===== src/hdl/fbpa_pkg.sv =====
// shared types, codes and constants of the fixed block pool allocator
package fbpa_pkg;

    localparam int ALIGN_BYTES_DEF = 16;
    localparam int MAX_BLOCKS_DEF  = 256;

    localparam int OP_W     = 2;
    localparam int CNT16_W  = 16;
    localparam int OFFS_W   = 20;
    localparam int STAT_W   = 3;
    localparam int FREE_W   = 9;
    localparam int PAYLD_W  = 13;
    localparam int POOL_W   = 20;
    localparam int CFG_W    = 20;
    // block size: 13-bit payload rounded up to an alignment of at most 64, plus a header of at most 64
    localparam int BSZ_W    = 14;
    localparam int PROD_W   = 32;
    localparam int REM_W    = 16;

    localparam logic [PAYLD_W-1:0] PAYLD_RESET = PAYLD_W'(16);
    localparam logic [POOL_W-1:0]  POOL_RESET  = '0;

    typedef enum logic [OP_W-1:0] {
        OP_RESERVE = 2'd0,
        OP_RELEASE = 2'd1,
        OP_CLEAR   = 2'd2,
        OP_NONE    = 2'd3
    } op_t;

    typedef enum logic [STAT_W-1:0] {
        STAT_OK           = 3'd0,
        STAT_EMPTY        = 3'd1,
        STAT_BAD_SIZE     = 3'd2,
        STAT_BAD_OFFSET   = 3'd3,
        STAT_ALREADY_FREE = 3'd4
    } status_t;

    typedef enum logic {
        CFG_PAYLOAD_BYTES = 1'b0,
        CFG_POOL_BYTES    = 1'b1
    } cfg_idx_t;

    typedef struct packed {
        logic [OP_W-1:0]    operation;
        logic [CNT16_W-1:0] num_elems;
        logic [CNT16_W-1:0] elem_bytes;
        logic [OFFS_W-1:0]  release_offset;
    } req_t;

    typedef struct packed {
        logic [STAT_W-1:0] status;
        logic [OFFS_W-1:0] payload_offset;
        logic [FREE_W-1:0] free_blocks;
    } rsp_t;

    // command to the shared multiply / divide unit
    typedef struct packed {
        logic              start;
        logic              is_div;
        logic [OFFS_W-1:0] opa;
        logic [REM_W-1:0]  opb;
    } md_cmd_t;

    typedef struct packed {
        logic              done;
        logic [PROD_W-1:0] res;
        logic [REM_W-1:0]  rem;
    } md_rsp_t;

endpackage


===== src/hdl/fbpa_muldiv.sv =====
// shared bit-serial unit: shift-add multiply and restoring divide
module fbpa_muldiv
    import fbpa_pkg::*;
(
    input  logic    aclk,
    input  logic    aresetn,
    input  md_cmd_t cmd,
    output md_rsp_t rsp
);

    localparam int STEP_W = $clog2(OFFS_W + 1);

    logic              busy_reg, busy_next;
    logic              done_reg, done_next;
    logic              div_reg, div_next;
    logic [STEP_W-1:0] step_reg, step_next;
    logic [PROD_W-1:0] x_reg, x_next;
    logic [REM_W-1:0]  y_reg, y_next;
    logic [PROD_W-1:0] acc_reg, acc_next;
    logic [REM_W:0]    trial;

    always_comb begin
        busy_next = busy_reg;
        done_next = 1'b0;
        div_next  = div_reg;
        step_next = step_reg;
        x_next    = x_reg;
        y_next    = y_reg;
        acc_next  = acc_reg;
        trial     = {acc_reg[REM_W-1:0], x_reg[OFFS_W-1]} - {1'b0, y_reg};
        if (cmd.start) begin
            busy_next = 1'b1;
            div_next  = cmd.is_div;
            step_next = cmd.is_div ? STEP_W'(OFFS_W) : STEP_W'(CNT16_W);
            x_next    = cmd.is_div ? PROD_W'(cmd.opa) : PROD_W'(cmd.opa[CNT16_W-1:0]);
            y_next    = cmd.opb;
            acc_next  = '0;
        end else if (busy_reg) begin
            if (div_reg) begin
                // quotient bits enter at the bottom as dividend bits leave the top
                if (!trial[REM_W]) begin
                    acc_next = PROD_W'(trial[REM_W-1:0]);
                end else begin
                    acc_next = PROD_W'({acc_reg[REM_W-2:0], x_reg[OFFS_W-1]});
                end
                x_next = {x_reg[PROD_W-2:0], ~trial[REM_W]};
            end else begin
                if (y_reg[0]) begin
                    acc_next = acc_reg + x_reg;
                end
                x_next = {x_reg[PROD_W-2:0], 1'b0};
                y_next = {1'b0, y_reg[REM_W-1:1]};
            end
            step_next = step_reg - STEP_W'(1);
            if (step_reg == STEP_W'(1)) begin
                busy_next = 1'b0;
                done_next = 1'b1;
            end
        end
    end

    always_ff @(posedge aclk) begin
        if (!aresetn) begin
            busy_reg <= 1'b0;
            done_reg <= 1'b0;
        end else begin
            busy_reg <= busy_next;
            done_reg <= done_next;
        end
    end

    always_ff @(posedge aclk) begin
        div_reg  <= div_next;
        step_reg <= step_next;
        x_reg    <= x_next;
        y_reg    <= y_next;
        acc_reg  <= acc_next;
    end

    assign rsp.done = done_reg;
    assign rsp.res  = div_reg ? PROD_W'(x_reg[OFFS_W-1:0]) : acc_reg;
    assign rsp.rem  = acc_reg[REM_W-1:0];

endmodule


===== src/hdl/fixed_block_pool_allocator.sv =====
// fixed block pool allocator: free list of equal blocks with reserve, release and clear
//
//  port group | direction | handshake         | payload
//  s_*        | in        | s_valid / s_ready | s_data  (req_t)
//  m_*        | out       | m_valid / m_ready | m_data  (rsp_t)
//  cfg_*      | in        | cfg_we            | cfg_index, cfg_wdata
//
// one request at a time; one bit-serial multiply/divide unit sets the latency:
// a reserve runs two 16-step multiplies, a release one 20-step divide, a clear one
// 20-step divide and then builds the list one block at a time; a request rejected before
// any arithmetic skips the unit, a reserve too big skips the second multiply and a bad
// release offset is found after the divide. aresetn is synchronous; after reset the
// pool is empty until a clear. s_ready stays low from acceptance until the response is
// loaded in the output register, which waits while the previous response lacks m_ready
module fixed_block_pool_allocator
    import fbpa_pkg::*;
#(
    parameter int ALIGN_BYTES = ALIGN_BYTES_DEF,
    parameter int MAX_BLOCKS  = MAX_BLOCKS_DEF
) (
    input  logic              aclk,
    input  logic              aresetn,
    input  logic              s_valid,
    output logic              s_ready,
    input  req_t              s_data,
    output logic              m_valid,
    input  logic              m_ready,
    output rsp_t              m_data,
    input  logic              cfg_we,
    input  logic              cfg_index,
    input  logic [CFG_W-1:0]  cfg_wdata
);

    localparam int LINK_W = $clog2(MAX_BLOCKS + 1);
    localparam int IDX_W  = (MAX_BLOCKS > 1) ? $clog2(MAX_BLOCKS) : 1;
    localparam logic [LINK_W-1:0] LINK_NULL = LINK_W'(MAX_BLOCKS);
    localparam logic [BSZ_W-1:0]  ALIGN_MASK = BSZ_W'(ALIGN_BYTES - 1);

    typedef enum logic [6:0] {
        S_IDLE     = 7'b0000001,
        S_MUL_SIZE = 7'b0000010,
        S_MUL_OFFS = 7'b0000100,
        S_DIV      = 7'b0001000,
        S_FREE_CHK = 7'b0010000,
        S_CLR_WALK = 7'b0100000,
        S_DONE     = 7'b1000000
    } state_t;

    state_t state_reg, state_next;

    logic [PAYLD_W-1:0] payload_reg;
    logic [POOL_W-1:0]  pool_reg;

    req_t              req_reg, req_next;
    logic [LINK_W-1:0] head_reg, head_next;
    logic [LINK_W-1:0] count_reg, count_next;
    logic [LINK_W-1:0] total_reg, total_next;
    logic [LINK_W-1:0] walk_reg, walk_next;
    logic [IDX_W-1:0]  idx_reg, idx_next;
    logic [STAT_W-1:0] status_reg, status_next;
    logic [OFFS_W-1:0] poff_reg, poff_next;
    logic              m_valid_reg, m_valid_next;
    rsp_t              m_data_reg, m_data_next;

    logic [LINK_W-1:0] link_mem [MAX_BLOCKS];
    logic              free_mem [MAX_BLOCKS];
    logic [LINK_W-1:0] link_q_reg;
    logic              free_q_reg;

    logic              link_we, link_re;
    logic [IDX_W-1:0]  link_waddr, link_raddr;
    logic [LINK_W-1:0] link_wdata;
    logic              free_we, free_re;
    logic [IDX_W-1:0]  free_waddr, free_raddr;
    logic              free_wdata;

    logic [BSZ_W-1:0]  slot_bytes;
    logic [BSZ_W-1:0]  block_bytes;
    logic [OFFS_W-1:0] hdr_offs;
    logic [OFFS_W-1:0] quo;

    md_cmd_t md_cmd;
    md_rsp_t md_rsp;

    fbpa_muldiv u_muldiv (
        .aclk    (aclk),
        .aresetn (aresetn),
        .cmd     (md_cmd),
        .rsp     (md_rsp)
    );

    // slot is the payload rounded up to the alignment; the header comes in front
    assign slot_bytes  = (BSZ_W'(payload_reg) + ALIGN_MASK) & ~ALIGN_MASK;
    assign block_bytes = slot_bytes + BSZ_W'(ALIGN_BYTES);
    assign hdr_offs    = req_reg.release_offset - OFFS_W'(ALIGN_BYTES);
    assign quo         = md_rsp.res[OFFS_W-1:0];

    always_comb begin
        state_next   = state_reg;
        req_next     = req_reg;
        head_next    = head_reg;
        count_next   = count_reg;
        total_next   = total_reg;
        walk_next    = walk_reg;
        idx_next     = idx_reg;
        status_next  = status_reg;
        poff_next    = poff_reg;
        m_valid_next = m_valid_reg && !m_ready;
        m_data_next  = m_data_reg;
        md_cmd       = '0;
        link_we      = 1'b0;
        link_waddr   = '0;
        link_wdata   = head_reg;
        link_re      = 1'b0;
        link_raddr   = head_reg[IDX_W-1:0];
        free_we      = 1'b0;
        free_waddr   = '0;
        free_wdata   = 1'b0;
        free_re      = 1'b0;
        free_raddr   = quo[IDX_W-1:0];

        case (state_reg)
            S_IDLE: begin
                if (s_valid) begin
                    req_next    = s_data;
                    status_next = STAT_OK;
                    poff_next   = '0;
                    state_next  = S_DONE;
                    case (s_data.operation)
                        OP_RESERVE: begin
                            if (count_reg == '0 || head_reg >= LINK_NULL) begin
                                status_next = STAT_EMPTY;
                            end else if (s_data.num_elems == '0 || s_data.elem_bytes == '0) begin
                                status_next = STAT_BAD_SIZE;
                            end else begin
                                md_cmd.start  = 1'b1;
                                md_cmd.is_div = 1'b0;
                                md_cmd.opa    = OFFS_W'(s_data.num_elems);
                                md_cmd.opb    = s_data.elem_bytes;
                                link_re       = 1'b1;
                                state_next    = S_MUL_SIZE;
                            end
                        end
                        OP_RELEASE: begin
                            if (s_data.release_offset < OFFS_W'(ALIGN_BYTES)) begin
                                status_next = STAT_BAD_OFFSET;
                            end else begin
                                md_cmd.start  = 1'b1;
                                md_cmd.is_div = 1'b1;
                                md_cmd.opa    = s_data.release_offset - OFFS_W'(ALIGN_BYTES);
                                md_cmd.opb    = REM_W'(block_bytes);
                                state_next    = S_DIV;
                            end
                        end
                        OP_CLEAR: begin
                            md_cmd.start  = 1'b1;
                            md_cmd.is_div = 1'b1;
                            md_cmd.opa    = OFFS_W'(pool_reg);
                            md_cmd.opb    = REM_W'(block_bytes);
                            state_next    = S_DIV;
                        end
                        default: begin
                            status_next = STAT_OK;
                        end
                    endcase
                end
            end
            S_MUL_SIZE: begin
                if (md_rsp.done) begin
                    // slot is aligned, so comparing the unrounded size is enough
                    if (md_rsp.res > PROD_W'(slot_bytes)) begin
                        status_next = STAT_BAD_SIZE;
                        state_next  = S_DONE;
                    end else begin
                        idx_next   = head_reg[IDX_W-1:0];
                        head_next  = (link_q_reg > LINK_NULL) ? LINK_NULL : link_q_reg;
                        count_next = count_reg - LINK_W'(1);
                        free_we    = 1'b1;
                        free_waddr = head_reg[IDX_W-1:0];
                        free_wdata = 1'b0;
                        md_cmd.start  = 1'b1;
                        md_cmd.is_div = 1'b0;
                        md_cmd.opa    = OFFS_W'(head_reg[IDX_W-1:0]);
                        md_cmd.opb    = REM_W'(block_bytes);
                        state_next = S_MUL_OFFS;
                    end
                end
            end
            S_MUL_OFFS: begin
                if (md_rsp.done) begin
                    poff_next   = md_rsp.res[OFFS_W-1:0] + OFFS_W'(ALIGN_BYTES);
                    status_next = STAT_OK;
                    state_next  = S_DONE;
                end
            end
            S_DIV: begin
                if (md_rsp.done) begin
                    if (req_reg.operation == OP_CLEAR) begin
                        if (quo > OFFS_W'(MAX_BLOCKS)) begin
                            total_next = LINK_NULL;
                            count_next = LINK_NULL;
                        end else begin
                            total_next = quo[LINK_W-1:0];
                            count_next = quo[LINK_W-1:0];
                        end
                        head_next  = LINK_NULL;
                        walk_next  = '0;
                        state_next = S_CLR_WALK;
                    end else if (md_rsp.rem != '0 || hdr_offs >= pool_reg ||
                                 quo >= OFFS_W'(total_reg)) begin
                        status_next = STAT_BAD_OFFSET;
                        state_next  = S_DONE;
                    end else begin
                        idx_next   = quo[IDX_W-1:0];
                        free_re    = 1'b1;
                        state_next = S_FREE_CHK;
                    end
                end
            end
            S_FREE_CHK: begin
                if (free_q_reg) begin
                    status_next = STAT_ALREADY_FREE;
                end else begin
                    link_we     = 1'b1;
                    link_waddr  = idx_reg;
                    link_wdata  = head_reg;
                    free_we     = 1'b1;
                    free_waddr  = idx_reg;
                    free_wdata  = 1'b1;
                    head_next   = LINK_W'(idx_reg);
                    count_next  = count_reg + LINK_W'(1);
                    status_next = STAT_OK;
                end
                state_next = S_DONE;
            end
            S_CLR_WALK: begin
                // push blocks in ascending order so block 0 ends at the tail
                if (walk_reg < total_reg) begin
                    link_we    = 1'b1;
                    link_waddr = walk_reg[IDX_W-1:0];
                    link_wdata = head_reg;
                    free_we    = 1'b1;
                    free_waddr = walk_reg[IDX_W-1:0];
                    free_wdata = 1'b1;
                    head_next  = walk_reg;
                    walk_next  = walk_reg + LINK_W'(1);
                end else begin
                    status_next = STAT_OK;
                    state_next  = S_DONE;
                end
            end
            S_DONE: begin
                if (!m_valid_reg || m_ready) begin
                    m_valid_next               = 1'b1;
                    m_data_next.status         = status_reg;
                    m_data_next.payload_offset = poff_reg;
                    m_data_next.free_blocks    = FREE_W'(count_reg);
                    state_next                 = S_IDLE;
                end
            end
            default: begin
                state_next = S_IDLE;
            end
        endcase
    end

    always_ff @(posedge aclk) begin
        if (!aresetn) begin
            state_reg   <= S_IDLE;
            payload_reg <= PAYLD_RESET;
            pool_reg    <= POOL_RESET;
            head_reg    <= LINK_NULL;
            count_reg   <= '0;
            total_reg   <= '0;
            m_valid_reg <= 1'b0;
        end else begin
            state_reg   <= state_next;
            head_reg    <= head_next;
            count_reg   <= count_next;
            total_reg   <= total_next;
            m_valid_reg <= m_valid_next;
            if (cfg_we) begin
                case (cfg_index)
                    CFG_PAYLOAD_BYTES: payload_reg <= cfg_wdata[PAYLD_W-1:0];
                    CFG_POOL_BYTES:    pool_reg    <= cfg_wdata[POOL_W-1:0];
                    default:           pool_reg    <= pool_reg;
                endcase
            end
        end
    end

    always_ff @(posedge aclk) begin
        req_reg    <= req_next;
        walk_reg   <= walk_next;
        idx_reg    <= idx_next;
        status_reg <= status_next;
        poff_reg   <= poff_next;
        m_data_reg <= m_data_next;
    end

    // link and free-flag stores, one write and one registered read each
    always_ff @(posedge aclk) begin
        if (link_we) begin
            link_mem[link_waddr] <= link_wdata;
        end
        if (link_re) begin
            link_q_reg <= link_mem[link_raddr];
        end
    end

    always_ff @(posedge aclk) begin
        if (free_we) begin
            free_mem[free_waddr] <= free_wdata;
        end
        if (free_re) begin
            free_q_reg <= free_mem[free_raddr];
        end
    end

    assign s_ready = (state_reg == S_IDLE);
    assign m_valid = m_valid_reg;
    assign m_data  = m_data_reg;

endmodule


===== config.mk =====
export PLATFORM = sky130hd
export DESIGN_NAME = fixed_block_pool_allocator
export DESIGN_NICKNAME = d
export VERILOG_FILES = /design/src/hdl/fbpa_pkg.sv /design/src/hdl/fbpa_muldiv.sv /design/src/hdl/fixed_block_pool_allocator.sv
export SDC_FILE = /design/constraint.sdc
export NUM_CORES = 2
export LEC_CHECK = 0
export ABC_AREA = 1
export BUFFER_PORTS_ARGS = -buffer_cell sky130_fd_sc_hd__buf_4
export CAP_MARGIN = 0
export CORE_MARGIN = 3
export CORE_UTILIZATION = 30
export DETAILED_ROUTE_END_ITERATION = 10
export HOLD_SLACK_MARGIN = 0.05
export PLACE_DENSITY = 0.51
export SLEW_MARGIN = 30
export SYNTH_ARGS = -nofsm -noshare
export SYNTH_HDL_FRONTEND = slang
export SYNTH_SLANG_ARGS = --single-unit
export TNS_END_PERCENT = 10

===== constraint.sdc =====
create_clock -name aclk -period 16.9 [get_ports aclk]
set_input_delay 0 -clock aclk [delete_from_list [all_inputs] [get_ports aclk]]
set_output_delay 0 -clock aclk [all_outputs]
set_load 0.03 [all_outputs]

# --- Word-level counts from Yosys, hierarchy flattened ---
# Memories as Yosys holds them, arrays and structs flattened. A register that Yosys moved wholly into a read port is not among the register bits.
# Index checks and enable logic that the tools add are counted.
op_classes:
  n_bitwise: 4
  n_mux: 109
  eq_ne: 26
  n_shift: 0
  n_mul: 0
  n_div: 0
  magnitude_cmp: 8
  reduce_logical: 36
  n_addsub: 11
ops:
  columns: ["cell", "count"]
  rows:
  - ["$mux W38", 6]
  - ["$mux W32", 5]
  - ["$mux W9", 16]
  - ["$pmux W38 S3", 1]
  - ["$mux W7", 12]
  - ["$pmux W38 S2", 1]
  - ["$mux W8", 9]
  - ["$mux W16", 4]
  - ["$mux W20", 3]
  - ["$pmux W7 S7", 1]
  - ["$pmux W20 S2", 1]
  - ["$sub A20 B5 Y20 const B", 2]
  - ["$pmux W9 S4", 1]
  - ["$add A32 B32 Y32", 1]
  - ["$gt A32 B14 Y1", 1]
  - ["$logic_not A16 Y1", 2]
  - ["$pmux W8 S2", 2]
  - ["$mux W3", 10]
  - ["$pmux W9 S3", 1]
  - ["$mux W1", 24]
  - ["$ne A2 B2 Y1 const B", 12]
  - ["$pmux W8 S3", 1]
  - ["$pmux W7 S3", 1]
  - ["$add A20 B5 Y20 const B", 1]
  - ["other kinds (49)", 76]
word_totals:
  mem_count: 2
  ram_bits: 2560
  input_bits: 80
  mem_bits_ro: 0
  ff_bits: 250
  output_inout_bits: 34
  latch_bits: 0
mem_list:
  columns: ["name", "words", "word_bits", "rd", "rd_clocked_by_memory_dff", "write_ports", "line_no", "text"]
  rows:
  - ["link_mem", 256, 9, 1, 1, 1, "fixed_block_pool_allocator.sv:65", "logic [LINK_W-1:0] link_mem [MAX_BLOCKS];"]
  - ["free_mem", 256, 1, 1, 1, 1, "fixed_block_pool_allocator.sv:66", "logic free_mem [MAX_BLOCKS];"]

# --- Longest topological paths before layout ---
depth:
  word_depth: 9
  ltp_mapped: 27
  depth_no_buf: 25

# --- By module ---
# A second synthesis with hierarchy kept.
hier_totals:
  hier_cells: 10618
  area_unflattened_um2: 120544.4
by_module_without_submodules:
  columns: ["mod", "instances", "cells_per_inst", "seq_area_each_um2", "area_each_um2"]
  rows:
  - ["fixed_block_pool_allocator", 1, 9399, 81358.0, 112890.8]
  - ["fbpa_muldiv", 1, 1219, 2302.2, 7653.6]

# --- Worst setup path after synthesis ---
# OpenSTA, ideal clock, no wires.
synth_path:
  path_type: "register to register"
  start: "register walk_reg[6]"
  end: "memory link_mem[128][0] in the netlist's numbering, enable pin"
  synth_period_minus_slack_ns: 6.427
  path_stages_with_launch: 12
  t_arrival_ns: 6.053
  setup_time_ns: 0.374
  path_slack_ns: 10.473
  cell_sequence: "edfxtp_1 > ha_1 > a21oi_1 > nor3_1 > a211oi_1 > nand3_1 > nor2_1 > inv_1 > nand2_1 > nand3_1 > buf_2 > nor2_1"
synth_between:
  elab_chain_cells: 5
  word_cells_on_any_way: 7
synth_lines:
  columns: ["item", "line_no", "text"]
  rows:
  - ["start, declared", "fixed_block_pool_allocator.sv:58", "logic [LINK_W-1:0] walk_reg, walk_next;"]
  - ["start signal, assigned", "fixed_block_pool_allocator.sv:294", "walk_reg <= walk_next;"]
  - ["$lt A9 B9 Y1", "fixed_block_pool_allocator.sv:238", "if (walk_reg < total_reg) begin"]
  - ["$mux W1", null, null]
  - ["$pmux W1 S2", null, null]
  - ["net free_wdata", "fixed_block_pool_allocator.sv:75", "logic free_wdata;"]
  - ["$mux W1", "fixed_block_pool_allocator.sv:303", "if (link_we) begin"]
  - ["$mux W1 (not written as such)", "fixed_block_pool_allocator.sv:304", "link_mem[link_waddr] <= link_wdata;"]
  - ["end, declared", "fixed_block_pool_allocator.sv:65", null]
# The timed path passes the listed nets, and every way through them passes these cells.

# --- Worst setup path after layout ---
layout_path:
  start: "register u_muldiv.div_reg"
  end: "register u_muldiv.x_reg[3], enable pin"
layout_between:
  elab_chain_cells: 6
layout_lines:
  columns: ["item", "line_no", "text"]
  rows:
  - ["start, declared", "fbpa_muldiv.sv:15", "logic div_reg, div_next;"]
  - ["start signal, assigned", "fbpa_muldiv.sv:73", "div_reg <= div_next;"]
  - ["$mux W32", "fbpa_muldiv.sv:81", "assign rsp.res = div_reg ? PROD_W'(x_reg[OFFS_W-1:0]) : acc_reg;"]
  - ["$gt A32 B14 Y1", "fixed_block_pool_allocator.sv:171", "if (md_rsp.res > PROD_W'(slot_bytes)) begin"]
  - ["$mux W38", "fixed_block_pool_allocator.sv:171", null]
  - ["$mux W38", "fixed_block_pool_allocator.sv:169", "if (md_rsp.done) begin"]
  - ["$pmux W38 S2", "fixed_block_pool_allocator.sv:122", "case (state_reg)"]
  - ["$reduce_bool A2 Y1 (no line)", null, null]
  - ["end signal, assigned", "fbpa_muldiv.sv:75", "x_reg <= x_next;"]
  - ["end, declared", "fbpa_muldiv.sv:17", "logic [PROD_W-1:0] x_reg, x_next;"]
# No other way between the ends.
# A chain may end at the register's enable or synchronous reset.

==> impl_metrics.csv <==
group,metric,value,unit
clocking,postCtsSetupRepairBufs,0,
finish,nets,10400,
sta,hold_violations,0,
floorplanning,die_h,636,microns
placed_design,portBuffers,113,
sta,clock.fmax,163,MHz
power_and_ir_drop,switching_power,6.35,mW
route,ant_nets,0,
placed_design,gp_congestion,0.862,
setup_path,crit_chain,"buf_4 > nand2_1 > o21ai_1 > clkinv_1 > ha_1 > inv_1 > nor2_1 > nor2_1 > nor2_1 > a211oi_1 > nor2_1 > nor2_1 > nand3_1 > nand2_2 > nand3_1 > nand2_2 > buf_4 > inv_2 > nand2_1 > buf_4",
power_and_ir_drop,p_int,13.4,mW
global_route,antenna_found_initial,15,
yosys,yosysWarnings,0,
setup_path,r2r_setup_slack,10750,ps
yosys,synth_cells,10200,
setup_path,crit_path_start_kind,"register",
setup_path,worst_setup_path_end_kind,"register",
setup_path,cp.buffers_inverters,6,
setup_path,r2r_start,"u_muldiv.div_reg",
route,vias_per_cell,5.20,
power_and_ir_drop,p_clk_frac,0.341,
global_route,first_global_vias,78100,
hold_path,whs_path_depth,4,
yosys,post_synth.cell_area_avg,11.7,sq um
finish,drive_above_1_share,0.0824,
setup_path,critPathTopFamily,"buffers and inverters",
setup_path,critPathMostFrequentCell,"nor2_1",
yosys,syn-cell-area,119000,sq um
route,wire_per_inst,22.9,microns
sta,worstMarginPinSlew,1100,ps
sta,rsz0062_at_grt,"false",
route,drc_errors,0,
route,finalWirelength,360,mm
setup_path,critPathRequiredTime,17460,ps
global_route,overflow,0,
global_route,grt_max_degree,190,
floorplanning,row_count,230,
sta,fin_crit,6150,ps
power_and_ir_drop,vdd_drop_max,0.0895,mV
floorplanning,die_w,636,microns
finish,largest_reg_flops,2304,
sta,setup_tns,0,ps
yosys,ys_seq_elements,2820,
sta,setup_slack,10750,ps
finish,layout_common_cells,"edfxtp_1 (2718), nor2_1 (2213), o21ai_0 (1749)",
floorplanning,start_util,0.302,
clocking,clkTransAtPathRegs,60,ps
yosys,ys_async_sr_fraction,0,
clocking,cts_hold_buf,176,
hold_path,min_to,"u_muldiv.x_reg[9]",
sta,setup_viol,0,
setup_path,cp_data_arrival_time,6710,ps
yosys,ys_seq_area_frac,0.704,
hold_path,min_from,"s_data[45]",
setup_path,r2r_cells,20,
power_and_ir_drop,power_frac_comb,0.235,
clocking,clock_latency,910,ps
route,vias,81600,
route,firstDrtPassIters,6,
setup_path,critPathSlowestCell,"nand2_1",
yosys,synth_nets,10400,
power_and_ir_drop,p_leak,47.5,nW
clocking,cts_tree,"done",
yosys,synthFlopType,"edfxtp_1",
setup_path,worst-setup-path-type,"reg -> reg",
yosys,synth_edf_count,2718,
placed_design,placed_cell_area,125000,sq um
hold_path,hp-class,"in -> reg",
sta,slew_headroom,0.253,
global_route,grt_pass1_wl,527,mm
route,first_iter_violations,8229,
floorplanning,die_area,404000,sq um
yosys,synth.distinct_cells,62,
power_and_ir_drop,sequentialPowerShare,0.425,
finish,top_register,"link_mem",
power_and_ir_drop,pwr_density_cell,145,nW/um^2
finish,layout_commonest_cell,"edfxtp_1",
power_and_ir_drop,switching_share,0.321,
setup_path,cp_max_fo,65,
sta,timing.final.crit_share,0.364,
finish,largestRegisters,"link_mem x2304, free_mem x256",
placed_design,pre_cts_ws,10730,ps
power_and_ir_drop,power,19.8,mW
placed_design,place_hpwl,204,mm
status,outcome,"complete, no violations",
clocking,cts_inserted_buffers,309,
floorplanning,core_area,394000,sq um
clocking,root_buffer,"clkbuf_16",
finish,syn2layout_area_growth,15.0,%
setup_path,r2r_end,"u_muldiv.x_reg[3]",
run,drv_cap,0,
sta,drv_slew,0,
finish,final_area,137000,sq um
clocking,cts_sinks,2820,
global_route,grt_util_all_layers,0.170,
clocking,h-tree-depth,5,
sta,skew,81.9,ps
setup_path,max_stage_delay,670,ps
clocking,post_cts_resized,0,
clocking,clockBufferDepth,4,
floorplanning,pin_count,114,
[synth_stat cells, types with 27 or more instances]
library cell,n,share of area
edfxtp_1,2718,0.69
nor2_1,2264,0.071
o21ai_0,1752,0.074
o22ai_1,794,0.042
nand2_1,607,0.019
clkbuf_1,564,0.018
inv_1,271,0.0086
a21oi_1,239,0.010
nand3_1,219,0.0092
ha_1,108,0.011
dfxtp_1,102,0.017
buf_2,79,0.0033
nor3_1,48,0.0020
a31oi_1,41,0.0022
xor2_1,36,0.0027
nor4_1,27,0.0014
[how the worst max path moves through the flow]
| stage | from | to | slack, ps | cells past startpoint |
|---|---|---|---|---|
| detailed placement | u_muldiv.div_reg | u_muldiv.x_reg[0] | 10730 | 20 |
| floorplan | walk_reg[6] | link_mem[128][0] | 10470 | 11 |
| CTS | u_muldiv.div_reg | u_muldiv.x_reg[1] | 10740 | 20 |
| global route | u_muldiv.div_reg | u_muldiv.x_reg[3] | 10200 | 20 |
| finish | u_muldiv.div_reg | u_muldiv.x_reg[3] | 10750 | 20 |
| global placement | u_muldiv.div_reg | u_muldiv.x_reg[0] | 10790 | 20 |
[layout make-up]
cell class                      instances  area [sq um]
Inverter                              297          1150
Fill cell                           38500        257000
Tap cell                             5220          6530
Clock buffer                          397          8270
Antenna cell                            2          5.00
Clock inverter                        155          1700
Timing Repair Buffer                  405          3730
Multi-Input combinational cell       6384         31600
Sequential cell                      2820         83700
[power by group through the flow]
| stage | clock network, mW | logic (mW) | registers, mW |
|---|---|---|---|
| 6_report | 6.73 | 4.63 | 8.39 |
| 5_1_grt | 7.13 | 5.09 | 8.40 |
| 4_1_cts | 6.85 | 4.60 | 8.39 |
| 3_5_place_dp | 0 | 4.54 | 8.54 |
| 3_3_place_gp | 0 | 4.49 | 8.53 |
| 2_1_floorplan | 0 | 2.77 | 8.68 |
[worst min-delay path, cell delays in order]
cell and delay (ps):
dlygate4sd3_1 530, buf_4 120, a21oi_1 100, o22ai_1 140
[logic make-up (layout without fill, tap and decap cells)]
group | count (synthesis) | count (layout) | synth area share
AO/OA/AOI/OAI | 2929 | 2929 | 0.135
XOR/XNOR | 57 | 57 | 0.00420
adder cells (fa/ha/maj) | 111 | 111 | 0.0119
buffers and inverters | 975 | 1254 | 0.0331
flip-flops | 2820 | 2820 | 0.704
other | 0 | 2 | 0
AND/OR/NAND/NOR | 3287 | 3287 | 0.112
[stage by stage]
| stage | instances | util | hold WS (ps) |
|---|---|---|---|
| 2_1_floorplan | 10200 | - | 98.9 |
| 3_3_place_gp | 14900 | 0.317 | 195 |
| 3_5_place_dp | 14900 | 0.317 | 194 |
| 4_1_cts | 15700 | 0.347 | 55.0 |
| 5_1_grt | 15700 | 0.347 | 112 |
| 6_report | 15700 | 0.347 | 130 |
[layer usage]
metal,vias to the layer above,share of wire,global-route usage
met5,-,0.000019,0
met4,2,0.028,0.0477
met3,539,0.072,0.0264
met2,2970,0.47,0.275
met1,40800,0.43,0.237
li1,37200,-,-
Power figures use the tool's default switching activity.
